File: src/rtl/step_sequencer_gate_timer_macros.svh
// Assertion macros for the step sequencer RTL.
// Included by the modules that carry concurrent assertions; no other dependencies.
`ifndef STEP_SEQUENCER_GATE_TIMER_MACROS_SVH
`define STEP_SEQUENCER_GATE_TIMER_MACROS_SVH

// The consequent must hold in the same cycle as the antecedent.
`define SSGT_ASSERT_SAME(label, clk, rst_n, ante, cons, msg) \
    label: assert property (@(posedge clk) disable iff (!rst_n) (ante) |-> (cons)) \
        else $error(msg);

// The consequent must hold in the cycle after the antecedent.
`define SSGT_ASSERT_NEXT(label, clk, rst_n, ante, cons, msg) \
    label: assert property (@(posedge clk) disable iff (!rst_n) (ante) |=> (cons)) \
        else $error(msg);

`endif

File: src/rtl/ssgt_pkg.sv
// Package for the step sequencer: field widths, opcode and transport codes, item types.
// Has no dependencies; the interfaces and modules of the block import it.
`timescale 1ns / 1ps

package ssgt_pkg;

    localparam int OPCODE_W   = 3;
    localparam int STEP_IDX_W = 4;
    localparam int NOTE_W     = 7;
    localparam int PCT_W      = 7;
    localparam int STEP_LEN_W = 17;
    localparam int MODE_W     = 2;
    localparam int PROD_W     = STEP_LEN_W + PCT_W;

    localparam logic [OPCODE_W-1:0] OP_TICK  = 3'd0;
    localparam logic [OPCODE_W-1:0] OP_PLAY  = 3'd1;
    localparam logic [OPCODE_W-1:0] OP_STOP  = 3'd2;
    localparam logic [OPCODE_W-1:0] OP_PAUSE = 3'd3;
    localparam logic [OPCODE_W-1:0] OP_WRITE = 3'd4;

    localparam logic [MODE_W-1:0] MODE_STOPPED = 2'd0;
    localparam logic [MODE_W-1:0] MODE_PLAYING = 2'd1;
    localparam logic [MODE_W-1:0] MODE_PAUSED  = 2'd2;

    localparam logic [STEP_LEN_W-1:0] STEP_LEN_RESET = 17'd6000;
    localparam logic [NOTE_W-1:0]     NOTE_RESET     = 7'd60;
    localparam logic [NOTE_W-1:0]     VELOCITY_RESET = 7'd100;
    localparam logic [PCT_W-1:0]      PCT_FULL       = 7'd100;

    typedef struct packed {
        logic [OPCODE_W-1:0]   opcode;
        logic [STEP_IDX_W-1:0] step_index;
        logic [NOTE_W-1:0]     entry_note;
        logic [NOTE_W-1:0]     entry_velocity;
        logic [PCT_W-1:0]      entry_gate_percent;
        logic                  entry_active;
    } item_t;

    typedef struct packed {
        logic                  note_trigger;
        logic [NOTE_W-1:0]     note_number;
        logic [NOTE_W-1:0]     note_velocity;
        logic                  gate_high;
        logic [STEP_IDX_W-1:0] step_position;
        logic [MODE_W-1:0]     transport;
    } result_t;

    typedef struct packed {
        logic [NOTE_W-1:0] note;
        logic [NOTE_W-1:0] velocity;
        logic [PCT_W-1:0]  gate_percent;
        logic              active;
    } entry_t;

    typedef struct packed {
        logic                  en;
        logic [STEP_IDX_W-1:0] idx;
        entry_t                entry;
    } tbl_wr_t;

endpackage

File: src/rtl/ssgt_if.sv
// Valid/ready channel interfaces for the step sequencer command and result items.
// Depends on ssgt_pkg for the field widths.
`timescale 1ns / 1ps

interface ssgt_in_if
    import ssgt_pkg::*;
();
    logic                  valid;
    logic                  ready;
    logic [OPCODE_W-1:0]   opcode;
    logic [STEP_IDX_W-1:0] step_index;
    logic [NOTE_W-1:0]     entry_note;
    logic [NOTE_W-1:0]     entry_velocity;
    logic [PCT_W-1:0]      entry_gate_percent;
    logic                  entry_active;

    modport source (
        output valid, opcode, step_index, entry_note, entry_velocity,
               entry_gate_percent, entry_active,
        input  ready
    );

    modport sink (
        input  valid, opcode, step_index, entry_note, entry_velocity,
               entry_gate_percent, entry_active,
        output ready
    );
endinterface

interface ssgt_out_if
    import ssgt_pkg::*;
();
    logic                  valid;
    logic                  ready;
    logic                  note_trigger;
    logic [NOTE_W-1:0]     note_number;
    logic [NOTE_W-1:0]     note_velocity;
    logic                  gate_high;
    logic [STEP_IDX_W-1:0] step_position;
    logic [MODE_W-1:0]     transport;

    modport source (
        output valid, note_trigger, note_number, note_velocity, gate_high,
               step_position, transport,
        input  ready
    );

    modport sink (
        input  valid, note_trigger, note_number, note_velocity, gate_high,
               step_position, transport,
        output ready
    );
endinterface

File: src/rtl/step_sequencer_gate_timer.sv
// Step sequencer with gate timer: input register, update core, step table, result register.
// Depends on ssgt_pkg, ssgt_if, ssgt_step_table and ssgt_core.
`timescale 1ns / 1ps

// The sequencer takes one command item per clock while the output is not stalled and
// returns exactly one result item for each, in order. An accepted item waits in the input
// register until the sequencer state is updated from it, and the clock edge of that update
// loads the state and the output register together, so each result passes through the input
// register and the output register. The sustained rate is one item per cycle while the
// output is not stalled; a stalled output stops the input only once both registers are full.
// The step table is held in registers whose active flags are cleared by reset, so the block
// is ready immediately after reset. The step length register is written through cfg_wr_en
// and cfg_wr_data, and should only be changed while no item is in flight.
module step_sequencer_gate_timer
    import ssgt_pkg::*;
#(
    parameter int NUM_STEPS = 16
) (
    input  logic                  clk,
    input  logic                  rst_n,
    input  logic                  cfg_wr_en,
    input  logic [STEP_LEN_W-1:0] cfg_wr_data,
    ssgt_in_if.sink               items,
    ssgt_out_if.source            results
);

    localparam int PTR_W = $clog2(NUM_STEPS);

    logic [STEP_LEN_W-1:0] step_len_reg;
    logic                  in_valid_reg;
    item_t                 in_item_reg;
    logic                  out_valid_reg;
    result_t               out_res_reg;
    logic                  advance;
    item_t                 in_item;
    tbl_wr_t               tbl_wr;
    logic [PTR_W-1:0]      tbl_rd_idx;
    entry_t                tbl_rd_entry;
    result_t               core_result;

    assign advance     = in_valid_reg && (!out_valid_reg || results.ready);
    assign items.ready = !in_valid_reg || advance;

    always_comb
    begin
        in_item.opcode             = items.opcode;
        in_item.step_index         = items.step_index;
        in_item.entry_note         = items.entry_note;
        in_item.entry_velocity     = items.entry_velocity;
        in_item.entry_gate_percent = items.entry_gate_percent;
        in_item.entry_active       = items.entry_active;
    end

    always_ff @(posedge clk or negedge rst_n)
    begin
        if (!rst_n)
        begin
            step_len_reg  <= STEP_LEN_RESET;
            in_valid_reg  <= 1'b0;
            out_valid_reg <= 1'b0;
        end
        else
        begin
            if (cfg_wr_en)
            begin
                step_len_reg <= cfg_wr_data;
            end
            if (items.valid && items.ready)
            begin
                in_valid_reg <= 1'b1;
            end
            else if (advance)
            begin
                in_valid_reg <= 1'b0;
            end
            if (advance)
            begin
                out_valid_reg <= 1'b1;
            end
            else if (results.ready)
            begin
                out_valid_reg <= 1'b0;
            end
        end
    end

    always_ff @(posedge clk)
    begin
        if (items.valid && items.ready)
        begin
            in_item_reg <= in_item;
        end
        if (advance)
        begin
            out_res_reg <= core_result;
        end
    end

    ssgt_step_table #(
        .NUM_STEPS (NUM_STEPS)
    ) u_table (
        .clk      (clk),
        .rst_n    (rst_n),
        .wr       (tbl_wr),
        .rd_idx   (tbl_rd_idx),
        .rd_entry (tbl_rd_entry)
    );

    ssgt_core #(
        .NUM_STEPS (NUM_STEPS)
    ) u_core (
        .clk      (clk),
        .rst_n    (rst_n),
        .upd_en   (advance),
        .item     (in_item_reg),
        .step_len (step_len_reg),
        .rd_idx   (tbl_rd_idx),
        .rd_entry (tbl_rd_entry),
        .wr       (tbl_wr),
        .result   (core_result)
    );

    assign results.valid         = out_valid_reg;
    assign results.note_trigger  = out_res_reg.note_trigger;
    assign results.note_number   = out_res_reg.note_number;
    assign results.note_velocity = out_res_reg.note_velocity;
    assign results.gate_high     = out_res_reg.gate_high;
    assign results.step_position = out_res_reg.step_position;
    assign results.transport     = out_res_reg.transport;

endmodule

File: src/rtl/ssgt_step_table.sv
// Step table: one register row per step with a write port and a combinational read.
// Depends on ssgt_pkg for the entry and write request types.
`timescale 1ns / 1ps

module ssgt_step_table
    import ssgt_pkg::*;
#(
    parameter int NUM_STEPS = 16
) (
    input  logic                         clk,
    input  logic                         rst_n,
    input  tbl_wr_t                      wr,
    input  logic [$clog2(NUM_STEPS)-1:0] rd_idx,
    output entry_t                       rd_entry
);

    localparam int PTR_W  = $clog2(NUM_STEPS);
    localparam int WIDE_W = (PTR_W > STEP_IDX_W) ? PTR_W : STEP_IDX_W;

    entry_t                 data_reg [NUM_STEPS];
    logic [NUM_STEPS-1:0]   active_reg;
    logic [WIDE_W-1:0]      wr_idx_wide;
    logic                   wr_hit;

    assign wr_idx_wide = WIDE_W'(wr.idx);
    assign wr_hit      = wr.en && ({{(32 - WIDE_W){1'b0}}, wr_idx_wide} < 32'(NUM_STEPS));

    always_ff @(posedge clk or negedge rst_n)
    begin
        if (!rst_n)
        begin
            active_reg <= '0;
        end
        else if (wr_hit)
        begin
            active_reg[wr_idx_wide[PTR_W-1:0]] <= wr.entry.active;
        end
    end

    always_ff @(posedge clk)
    begin
        if (wr_hit)
        begin
            data_reg[wr_idx_wide[PTR_W-1:0]] <= wr.entry;
        end
    end

    // An entry never written reads as inactive, so the core ignores its other fields.
    always_comb
    begin
        rd_entry        = data_reg[rd_idx];
        rd_entry.active = active_reg[rd_idx];
    end

endmodule

File: src/rtl/ssgt_core.sv
// Transport, step pointer, tick counter and gate timer state with its update logic.
// Depends on ssgt_pkg and the assertion macros in step_sequencer_gate_timer_macros.svh.
`timescale 1ns / 1ps
`include "step_sequencer_gate_timer_macros.svh"

module ssgt_core
    import ssgt_pkg::*;
#(
    parameter int NUM_STEPS = 16
) (
    input  logic                         clk,
    input  logic                         rst_n,
    input  logic                         upd_en,
    input  item_t                        item,
    input  logic [STEP_LEN_W-1:0]        step_len,
    output logic [$clog2(NUM_STEPS)-1:0] rd_idx,
    input  entry_t                       rd_entry,
    output tbl_wr_t                      wr,
    output result_t                      result
);

    localparam int PTR_W  = $clog2(NUM_STEPS);
    localparam int WIDE_W = (PTR_W > STEP_IDX_W) ? PTR_W : STEP_IDX_W;
    localparam int LIM_W  = PROD_W + 1;

    logic [MODE_W-1:0]     mode_reg, mode_next;
    logic [PTR_W-1:0]      ptr_reg, ptr_next;
    logic [STEP_LEN_W-1:0] tick_reg, tick_next;
    logic                  gate_flag_reg, gate_flag_next;
    logic [STEP_LEN_W-1:0] gate_cnt_reg, gate_cnt_next;
    logic [PROD_W-1:0]     gate_prod_reg, gate_prod_next;
    logic [NOTE_W-1:0]     note_reg, note_next;
    logic [NOTE_W-1:0]     vel_reg, vel_next;

    logic [PTR_W-1:0]      ptr_wrap;
    logic [STEP_LEN_W:0]   tick_sum;
    logic [STEP_LEN_W:0]   gate_cnt_plus2;
    logic [LIM_W-1:0]      gate_limit;
    logic                  gate_close;
    logic                  enter;
    logic                  trig;
    logic [WIDE_W-1:0]     ptr_wide;

    assign ptr_wrap = (ptr_reg == PTR_W'(NUM_STEPS - 1)) ? '0 : ptr_reg + 1'b1;
    assign rd_idx   = (item.opcode == OP_TICK) ? ptr_wrap : '0;

    // The gate closes once the new count reaches floor(product / 100), which is the same as
    // the product being below 100 times one more than the new count.
    assign tick_sum       = {1'b0, tick_reg} + 1'b1;
    assign gate_cnt_plus2 = {1'b0, gate_cnt_reg} + 2'd2;
    assign gate_limit     = LIM_W'(gate_cnt_plus2) * LIM_W'(PCT_FULL);
    assign gate_close     = {1'b0, gate_prod_reg} < gate_limit;

    always_comb
    begin
        mode_next      = mode_reg;
        ptr_next       = ptr_reg;
        tick_next      = tick_reg;
        gate_flag_next = gate_flag_reg;
        gate_cnt_next  = gate_cnt_reg;
        gate_prod_next = gate_prod_reg;
        note_next      = note_reg;
        vel_next       = vel_reg;
        enter          = 1'b0;
        trig           = 1'b0;
        wr             = '0;

        unique case (item.opcode)
            OP_TICK:
            begin
                if (mode_reg == MODE_PLAYING)
                begin
                    if (gate_flag_reg)
                    begin
                        gate_cnt_next = gate_cnt_reg + 1'b1;
                        if (gate_close)
                        begin
                            gate_flag_next = 1'b0;
                        end
                    end
                    if (tick_sum >= {1'b0, step_len})
                    begin
                        tick_next = '0;
                        ptr_next  = ptr_wrap;
                        enter     = 1'b1;
                    end
                    else
                    begin
                        tick_next = tick_sum[STEP_LEN_W-1:0];
                    end
                end
            end
            OP_PLAY:
            begin
                if (mode_reg == MODE_STOPPED)
                begin
                    ptr_next  = '0;
                    tick_next = '0;
                    enter     = 1'b1;
                end
                mode_next = MODE_PLAYING;
            end
            OP_STOP:
            begin
                mode_next      = MODE_STOPPED;
                ptr_next       = '0;
                tick_next      = '0;
                gate_flag_next = 1'b0;
            end
            OP_PAUSE:
            begin
                if (mode_reg == MODE_PLAYING)
                begin
                    mode_next = MODE_PAUSED;
                end
                else if (mode_reg == MODE_PAUSED)
                begin
                    mode_next = MODE_PLAYING;
                end
            end
            OP_WRITE:
            begin
                wr.en                 = 1'b1;
                wr.idx                = item.step_index;
                wr.entry.note         = item.entry_note;
                wr.entry.velocity     = item.entry_velocity;
                wr.entry.gate_percent = (item.entry_gate_percent > PCT_FULL) ?
                                        PCT_FULL : item.entry_gate_percent;
                wr.entry.active       = item.entry_active;
            end
            default:
            begin
            end
        endcase

        if (enter && rd_entry.active)
        begin
            trig           = 1'b1;
            note_next      = rd_entry.note;
            vel_next       = rd_entry.velocity;
            gate_flag_next = 1'b1;
            gate_cnt_next  = '0;
            gate_prod_next = PROD_W'(step_len) * PROD_W'(rd_entry.gate_percent);
        end
    end

    always_ff @(posedge clk or negedge rst_n)
    begin
        if (!rst_n)
        begin
            mode_reg      <= MODE_STOPPED;
            ptr_reg       <= '0;
            tick_reg      <= '0;
            gate_flag_reg <= 1'b0;
            gate_cnt_reg  <= '0;
            gate_prod_reg <= '0;
            note_reg      <= NOTE_RESET;
            vel_reg       <= VELOCITY_RESET;
        end
        else if (upd_en)
        begin
            mode_reg      <= mode_next;
            ptr_reg       <= ptr_next;
            tick_reg      <= tick_next;
            gate_flag_reg <= gate_flag_next;
            gate_cnt_reg  <= gate_cnt_next;
            gate_prod_reg <= gate_prod_next;
            note_reg      <= note_next;
            vel_reg       <= vel_next;
        end
    end

    assign ptr_wide = WIDE_W'(ptr_next);

    always_comb
    begin
        result.note_trigger  = trig;
        result.note_number   = note_next;
        result.note_velocity = vel_next;
        result.gate_high     = gate_flag_next;
        result.step_position = ptr_wide[STEP_IDX_W-1:0];
        result.transport     = mode_next;
    end

    `SSGT_ASSERT_NEXT(a_trig_opens_gate, clk, rst_n, upd_en && trig,
        gate_flag_reg && (gate_cnt_reg == '0), "Triggered step did not open the gate.")
    `SSGT_ASSERT_NEXT(a_stop_rewinds, clk, rst_n, upd_en && (item.opcode == OP_STOP),
        (mode_reg == MODE_STOPPED) && (ptr_reg == '0) && !gate_flag_reg && (tick_reg == '0),
        "Stop did not rewind the transport.")
    `SSGT_ASSERT_SAME(a_ptr_in_range, clk, rst_n, 1'b1,
        {1'b0, ptr_reg} < (PTR_W + 1)'(NUM_STEPS), "Step pointer beyond the last step.")
    `SSGT_ASSERT_NEXT(a_hold_when_idle, clk, rst_n, !upd_en,
        $stable(mode_reg) && $stable(ptr_reg) && $stable(tick_reg) && $stable(gate_flag_reg),
        "Sequencer state changed without an item.")

endmodule
File: src/flat_wrapper.sv
// flat-port wrapper written by rule: the top's interface ports become plain ports
module step_sequencer_gate_timer_flat import ssgt_pkg::*;
#(
    parameter int NUM_STEPS = 16
)
  (clk, rst_n, cfg_wr_en, cfg_wr_data, items_valid, items_opcode, items_step_index, items_entry_note, items_entry_velocity, items_entry_gate_percent, items_entry_active, items_ready, results_valid, results_note_trigger, results_note_number, results_note_velocity, results_gate_high, results_step_position, results_transport, results_ready);
  ssgt_in_if items_i ();
  ssgt_out_if results_i ();
  input  logic clk;
  input  logic rst_n;
  input  logic cfg_wr_en;
  input  logic [STEP_LEN_W-1:0] cfg_wr_data;
  input wire logic [$bits(items_i.valid)-1:0] items_valid;
  input wire logic [$bits(items_i.opcode)-1:0] items_opcode;
  input wire logic [$bits(items_i.step_index)-1:0] items_step_index;
  input wire logic [$bits(items_i.entry_note)-1:0] items_entry_note;
  input wire logic [$bits(items_i.entry_velocity)-1:0] items_entry_velocity;
  input wire logic [$bits(items_i.entry_gate_percent)-1:0] items_entry_gate_percent;
  input wire logic [$bits(items_i.entry_active)-1:0] items_entry_active;
  output wire logic [$bits(items_i.ready)-1:0] items_ready;
  output wire logic [$bits(results_i.valid)-1:0] results_valid;
  output wire logic [$bits(results_i.note_trigger)-1:0] results_note_trigger;
  output wire logic [$bits(results_i.note_number)-1:0] results_note_number;
  output wire logic [$bits(results_i.note_velocity)-1:0] results_note_velocity;
  output wire logic [$bits(results_i.gate_high)-1:0] results_gate_high;
  output wire logic [$bits(results_i.step_position)-1:0] results_step_position;
  output wire logic [$bits(results_i.transport)-1:0] results_transport;
  input wire logic [$bits(results_i.ready)-1:0] results_ready;
  assign items_i.valid = items_valid;
  assign items_i.opcode = items_opcode;
  assign items_i.step_index = items_step_index;
  assign items_i.entry_note = items_entry_note;
  assign items_i.entry_velocity = items_entry_velocity;
  assign items_i.entry_gate_percent = items_entry_gate_percent;
  assign items_i.entry_active = items_entry_active;
  assign items_ready = items_i.ready;
  assign results_valid = results_i.valid;
  assign results_note_trigger = results_i.note_trigger;
  assign results_note_number = results_i.note_number;
  assign results_note_velocity = results_i.note_velocity;
  assign results_gate_high = results_i.gate_high;
  assign results_step_position = results_i.step_position;
  assign results_transport = results_i.transport;
  assign results_i.ready = results_ready;
  step_sequencer_gate_timer #(.NUM_STEPS(NUM_STEPS)) u_core (.clk(clk), .rst_n(rst_n), .cfg_wr_en(cfg_wr_en), .cfg_wr_data(cfg_wr_data), .items(items_i), .results(results_i));
endmodule
File: config.mk
export PLATFORM = sky130hd
export DESIGN_NAME = step_sequencer_gate_timer_flat
export DESIGN_NICKNAME = d
export VERILOG_FILES = /design/src/rtl/ssgt_pkg.sv /design/src/rtl/ssgt_if.sv /design/src/rtl/step_sequencer_gate_timer.sv /design/src/rtl/ssgt_step_table.sv /design/src/rtl/ssgt_core.sv /design/src/flat_wrapper.sv
export VERILOG_INCLUDE_DIRS = /design/src /design/src/rtl
export SDC_FILE = /design/constraint.sdc
export NUM_CORES = 1
export LEC_CHECK = 0
export ABC_AREA = 1
export BUFFER_PORTS_ARGS = -buffer_cell sky130_fd_sc_hd__buf_2
export CAP_MARGIN = 20
export CORE_ASPECT_RATIO = 1.1
export CORE_UTILIZATION = 40
export CTS_BUF_LIST = sky130_fd_sc_hd__clkbuf_4 sky130_fd_sc_hd__clkbuf_8 sky130_fd_sc_hd__clkbuf_16
export CTS_CLUSTER_DIAMETER = 150
export DETAILED_ROUTE_END_ITERATION = 8
export GPL_TIMING_DRIVEN = 0
export SLEW_MARGIN = 20
export SYNTH_ARGS = -nofsm -noshare
export SYNTH_HDL_FRONTEND = slang
export SYNTH_HIERARCHICAL = 1
export SYNTH_SLANG_ARGS = --single-unit
File: constraint.sdc
create_clock -name clk -period 12.8 [get_ports clk]
set_input_delay 2.56 -clock clk [delete_from_list [all_inputs] [get_ports clk]]
set_output_delay 2.56 -clock clk [all_outputs]
set_load 0.005 [all_outputs]
Word level (Yosys, flattened, before mapping) --
Memories as Yosys holds them, arrays and structs flattened. Index checks and enable logic that the tools add are counted. Widths: inputs -> output; s select.
Cells by class: multiplexer cells 42, equal/unequal tests 9, order comparisons 6, add/sub/neg operators 4, multiply operators 2, reduce and logical (&&, ||, !) cells 19
Operators with widths (count):
- $mux 17 | 7
- $pmux 17 s3 | 1
- $mux 27 | 1
- $lt 24x25->1 | 1
- $mul 17x7->24 | 1
- $mul 18x5->23 const B | 1
- $mux 7 | 3
- $mux 4 | 5
- $add 17x1->18 const B | 1
- $add 17x2->18 const B | 1
- $ge 18x17->1 | 1
- $add 17x1->17 const B | 1
- $bwmux 16 | 1
- $mux 1 | 16
- $pmux 4 s3 | 1
- $lt 4x5->1 const B | 2
- $reduce_bool 2->1 | 5
- $reduce_and 4->1 | 2
- $gt 7x7->1 const B | 1
- $eq 3x2->1 const B | 2
- $pmux 2 s3 | 1
- $add 4x1->4 const B | 1
- $bmux 1 s4 | 1
- $demux 1 s4 | 1
- other kinds (17) | 24
Word-level totals: input bits 51, memories 1, bits in writable memories 352, register bits 165
Memories:
- u_core.u_table.data_reg | words 16, bits a word 22, rd ports 1, clocked after Yosys merged registers in 0, wr ports 1, line ssgt_step_table.sv:20 | entry_t data_reg [NUM_STEPS];

Logic depth before layout (Yosys ltp) --
word-level depth 8, mapped depth 33, gate-level depth less buffers 31

Modules after synthesis --
The synthesis kept the hierarchy.
By module, submodules not included:
- ssgt_step_table | times used 1, sequential area each 10490.1 sq um, cells each 1486, area an instance 15299.7 sq um
- ssgt_core | times used 1, sequential area each 1935.6 sq um, cells each 1515, area an instance 11312.1 sq um
- step_sequencer_gate_timer | times used 1, sequential area each 2015.7 sq um, cells each 134, area an instance 2288.4 sq um

Worst setup path after synthesis --
Ideal clock, no wire load.
path type register to register, from reg u_core.u_core.ptr_reg[0], to reg u_core.u_core.gate_prod_reg[19], buffers on the path 5, stages on the path, launching flop included 29, library setup time 0.121 ns, arrival 5.710 ns, path slack 6.969 ns, clock period less this slack 5.831 ns, path through dfrtp_1 ha_1 nand3_1 nand2_1 nor2_1 buf_4 inv_4 buf_6 buf_4 nand2_1 nand3_1 nand3_1 nand3_1 nand2_1 clkbuf_1 clkbuf_1 nand2_1 fa_1 fa_1 fa_1 inv_1 fa_1 ha_1 a21oi_1 a21boi_0 o21ai_0 a21oi_1 xor2_1 o21ai_2
RTL lines:
- from (decl) | line ssgt_core.sv:27 | logic [PTR_W-1:0] ptr_reg, ptr_next;
- from (signal assigned) | line ssgt_core.sv:163 | ptr_reg <= ptr_next;
- to (signal assigned) | line ssgt_core.sv:167 | gate_prod_reg <= gate_prod_next;
- to (decl) | line ssgt_core.sv:31 | logic [PROD_W-1:0] gate_prod_reg, gate_prod_next;

==> run_summary.xml <==
<?xml version="1.0" encoding="UTF-8"?>
<metrics>
  <group name="run_status">
    <metric name="run_status" unit="">complete, no violations</metric>
  </group>
  <group name="finish">
    <metric name="multi_input_area" unit="um2">11500</metric>
    <metric name="antenna_cells_inserted" unit="">0</metric>
    <metric name="design.final.nets" unit="">3560</metric>
    <metric name="layout.cells.most_common_list" unit="">sky130_fd_sc_hd__nand2_1 (826), sky130_fd_sc_hd__inv_1 (615), sky130_fd_sc_hd__edfxtp_1 (387)</metric>
    <metric name="drive_gt1_share" unit="%">11.8</metric>
    <metric name="largest_register_ffs" unit="">336</metric>
    <metric name="final-seq-area" unit="um2">14400</metric>
    <metric name="fin_area" unit="um2">32900</metric>
    <metric name="layout_commonest_cell" unit="">sky130_fd_sc_hd__nand2_1</metric>
    <metric name="n_fill_cell" unit="">6847</metric>
    <metric name="area.growth.synth_to_final" unit="%">13.8</metric>
  </group>
  <group name="grt">
    <metric name="grt_antenna_before_repair" unit="">0</metric>
    <metric name="grt_first_pass_wirelength" unit="um">122000</metric>
    <metric name="gr-total-overflow" unit="">0</metric>
    <metric name="grtUsageTotal" unit="%">22.1</metric>
    <metric name="grt_start_max_net_pins" unit="">67</metric>
    <metric name="grt_pass1_vias" unit="">20837</metric>
  </group>
  <group name="detailed_routing">
    <metric name="drt-pass1-iter-count" unit="">5</metric>
    <metric name="routedWlPerCell" unit="um">18.8</metric>
    <metric name="dr_total_vias" unit="">21312</metric>
    <metric name="m1WireLength" unit="um">33100</metric>
    <metric name="totalWireLength" unit="um">80400</metric>
    <metric name="drt_first_iter_violations" unit="">1453</metric>
    <metric name="met2_length" unit="um">39300</metric>
    <metric name="wl_met3" unit="um">5190</metric>
    <metric name="dr.max_layer_used" unit="">met4</metric>
    <metric name="ant_nets_after_route" unit="">0</metric>
    <metric name="post-route-drc-count" unit="">0</metric>
    <metric name="vias_per_cell" unit="">4.99</metric>
  </group>
  <group name="clocking">
    <metric name="max-clock-path-buffers" unit="">3</metric>
    <metric name="clock_sinks" unit="">499</metric>
    <metric name="clkTransAtPathRegs" unit="ns">0.06</metric>
    <metric name="post_cts_resize_count" unit="">0</metric>
    <metric name="cts_tree" unit="">built</metric>
    <metric name="cts-root-buf" unit="">sky130_fd_sc_hd__clkbuf_16</metric>
    <metric name="worstSkewPairLatency" unit="ns">0.64</metric>
    <metric name="numCtsBuffers" unit="">54</metric>
    <metric name="cts_setup_buffers" unit="">0</metric>
    <metric name="ctsHoldBuffers" unit="">0</metric>
    <metric name="h-tree-depth" unit="">2</metric>
  </group>
  <group name="critical_path">
    <metric name="cp_common_cell" unit="">sky130_fd_sc_hd__fa_1</metric>
    <metric name="slowest_delay" unit="ns">0.57</metric>
    <metric name="worst_ep_arrival_time" unit="ns">8.66</metric>
    <metric name="reg2reg_from" unit="">u_core/in_item_reg[28]</metric>
    <metric name="critical_setup_path_kind" unit="">reg2reg</metric>
    <metric name="reg2regPathDepth" unit="">24</metric>
    <metric name="critical_path_required" unit="ns">13.28</metric>
    <metric name="count_of_buffer_and_inverter_cells_on_the_critical_path" unit="">6</metric>
    <metric name="cpMaxStageDelayCell" unit="">sky130_fd_sc_hd__clkbuf_1</metric>
    <metric name="setup.worst_path.end_class" unit="">flip-flop</metric>
    <metric name="ff2ff_setup_slack" unit="ns">4.62</metric>
    <metric name="regToRegEndpoint" unit="">u_core/u_core/gate_prod_reg[19]</metric>
    <metric name="crit_chain" unit="">nor2_2, nand2_2, nor2_1, buf_4, clkinv_1, clkbuf_1, nand3_1, nand3_1, nand2_1, clkbuf_1, clkbuf_1, nand2_1, fa_1, fa_1, fa_1, inv_1, fa_1, ha_1, a21oi_1, a21boi_0, o21ai_0, a21oi_1, xor2_1, o21ai_2</metric>
    <metric name="crit_path_start_kind" unit="">flip-flop</metric>
    <metric name="path_delay_family" unit="">adder cells</metric>
    <metric name="critical_path.max_fanout" unit="">10</metric>
  </group>
  <group name="sta">
    <metric name="fmax" unit="MHz">122</metric>
    <metric name="slew_headroom" unit="%">25.9</metric>
    <metric name="rsz_0062_raised_after_global_routing" unit="">false</metric>
    <metric name="timing.final.max_slew_violations" unit="">0</metric>
    <metric name="tightest_slew" unit="ns">1.11</metric>
    <metric name="setup_violating_endpoint_count_in_the_final_report" unit="">0</metric>
    <metric name="report.final.hold_viol_count" unit="">0</metric>
    <metric name="setup-tns-final" unit="ns">0</metric>
    <metric name="final.setup_skew" unit="ns">0.0433</metric>
    <metric name="final.min_clock_period" unit="ns">8.18</metric>
    <metric name="final_cycle_utilization_of_the_critical_path" unit="%">63.9</metric>
  </group>
  <group name="worst_hold_path">
    <metric name="min_to" unit="">u_core/u_core/vel_reg[5]</metric>
    <metric name="worst_hold_startpoint" unit="">u_core/u_core/vel_reg[5]</metric>
    <metric name="hp-class" unit="">reg2reg</metric>
    <metric name="worst_hold_path.num_cells" unit="">2</metric>
  </group>
  <group name="place">
    <metric name="routabilityCongestion" unit="">0.874</metric>
    <metric name="dpl_cell_area" unit="um2">31000</metric>
    <metric name="port_buffers" unit="">74</metric>
    <metric name="post_dp_hpwl" unit="um">58000</metric>
  </group>
  <group name="floorplan">
    <metric name="io-pin-count" unit="">75</metric>
    <metric name="start_util" unit="%">40.3</metric>
    <metric name="die_w" unit="um">258</metric>
    <metric name="die_ar" unit="um2">73300</metric>
    <metric name="fp.coreArea" unit="um2">71700</metric>
    <metric name="chip_height" unit="um">284</metric>
    <metric name="fp-row-count" unit="">103</metric>
  </group>
  <group name="synthesis">
    <metric name="synth_cells" unit="">3135</metric>
    <metric name="syn_nets" unit="">3413</metric>
    <metric name="yosys_warnings" unit="">6</metric>
    <metric name="number_of_flops_mapped_to_enable_cells_by_yosys" unit="">387</metric>
    <metric name="seq_area_frac_synth" unit="%">50.0</metric>
    <metric name="asr_flop_ratio_synth" unit="%">22.4</metric>
    <metric name="postSynthAreaPerCell" unit="um2">9.22</metric>
    <metric name="yosys_register_bits" unit="">499</metric>
    <metric name="synth.distinct_cells" unit="">53</metric>
    <metric name="syn_area" unit="um2">28900</metric>
    <metric name="synth_top_flop_cell" unit="">sky130_fd_sc_hd__edfxtp_1</metric>
  </group>
  <group name="flow_run">
    <metric name="maxCapViolCount" unit="">0</metric>
  </group>
  <group name="power">
    <metric name="static-leakage-power" unit="nW">15.7</metric>
    <metric name="power.density" unit="nW/um2">197</metric>
    <metric name="worst_ir_drop_vdd" unit="V">0.000222</metric>
  </group>
</metrics>
## kinds of logic (layout without fill, tap and decap cells)
logic type,count (synthesis),count (layout),share of synthesized area (%)
mux,2,2,0.0693
buf+inv,757,950,10.8
simple gates,1341,1341,19.9
compound gates,234,234,4.85
fa+ha+maj,227,227,12.1
flops,499,499,50.0
xor+xnor,75,75,2.27
## worst max path at each step
| stage | to | cells past startpoint | slack, ns | start |
|---|---|---|---|---|
| finish | u_core/u_core/gate_prod_reg[19] | 24 | 4.62 | u_core/in_item_reg[28] |
| global route | u_core/u_core/gate_prod_reg[19] | 24 | 4.26 | u_core/in_item_reg[28] |
| CTS | u_core/u_core/gate_prod_reg[19] | 25 | 4.70 | u_core/in_item_reg[28] |
| detailed placement | u_core/u_core/gate_prod_reg[19] | 24 | 4.73 | u_core/in_item_reg[28] |
| global placement | u_core/u_core/gate_prod_reg[19] | 24 | 4.73 | u_core/in_item_reg[28] |
| floorplan | u_core/u_core/gate_prod_reg[19] | 28 | 6.97 | u_core/u_core/ptr_reg[0] |
## where the power goes
group | internal (W) | total [W] | leakage (nW) | switching, W
combinational | 0.00106 | 0.00292 | 10.1 | 0.00186
sequential | 0.00185 | 0.00193 | 4.62 | 0.0000778
clock | 0.000962 | 0.00163 | 0.915 | 0.000672
total | 0.00387 | 0.00648 | 15.7 | 0.00261
## synth_stat cells (all sizes together), types with 19 or more instances
| cell type | count | area share (%) |
|---|---|---|
| inv | 627 | 8.2 |
| o21ai | 131 | 2.7 |
| xor2 | 56 | 1.7 |
| buf | 73 | 1.9 |
| fa | 86 | 6.0 |
| dfrtp | 98 | 8.5 |
| clkbuf | 55 | 0.71 |
| a21oi | 55 | 0.95 |
| xnor2 | 19 | 0.58 |
| nor2 | 105 | 1.5 |
| ha | 141 | 6.1 |
| edfxtp | 387 | 40 |
| nand2 | 866 | 12 |
| nand3 | 330 | 5.9 |
## area by class of cell
class                   count  area share [%]
well taps                 945            3.60
inverters                 629            7.20
repair buffers             91            2.42
clock buffers              64            4.34
flip-flops and latches    499            43.9
plain buffers             128            2.32
clock inverters            38            1.34
multi-input cells        1879            34.9
## metal layers
metal  vias to the layer above  track usage, %
met5                         -               0
met4                         0            8.15
met3                       155            3.28
met2                       659            37.9
met1                     10250            28.2
li1                      10248               -
## worst register-to-register path, delay by kind of cell (launching register included)
family | cells | cell delay (ns)
adder cells (fa/ha/maj) | 5 | 2.42
buffers and inverters | 6 | 2.04
flip-flops | 1 | 0.51
AO/OA/AOI/OAI | 5 | 1.37
XOR/XNOR | 1 | 0.40
AND/OR/NAND/NOR | 7 | 1.31
## stage by stage
step           setup WS (ns)  hold WS (ns)  utilization (%)  total power, W  instances
2_1_floorplan           6.97         0.447                -         0.00409       3135
3_3_place_gp            4.73         0.453             42.5         0.00483       4154
3_5_place_dp            4.73         0.461             43.3         0.00486       4171
4_1_cts                 4.70         0.472             45.9         0.00652       4273
5_1_grt                 4.26         0.476             45.9         0.00696       4273
6_report                4.62         0.469             45.9         0.00648       4273
No activity file was read; power rests on OpenSTA's default activity.
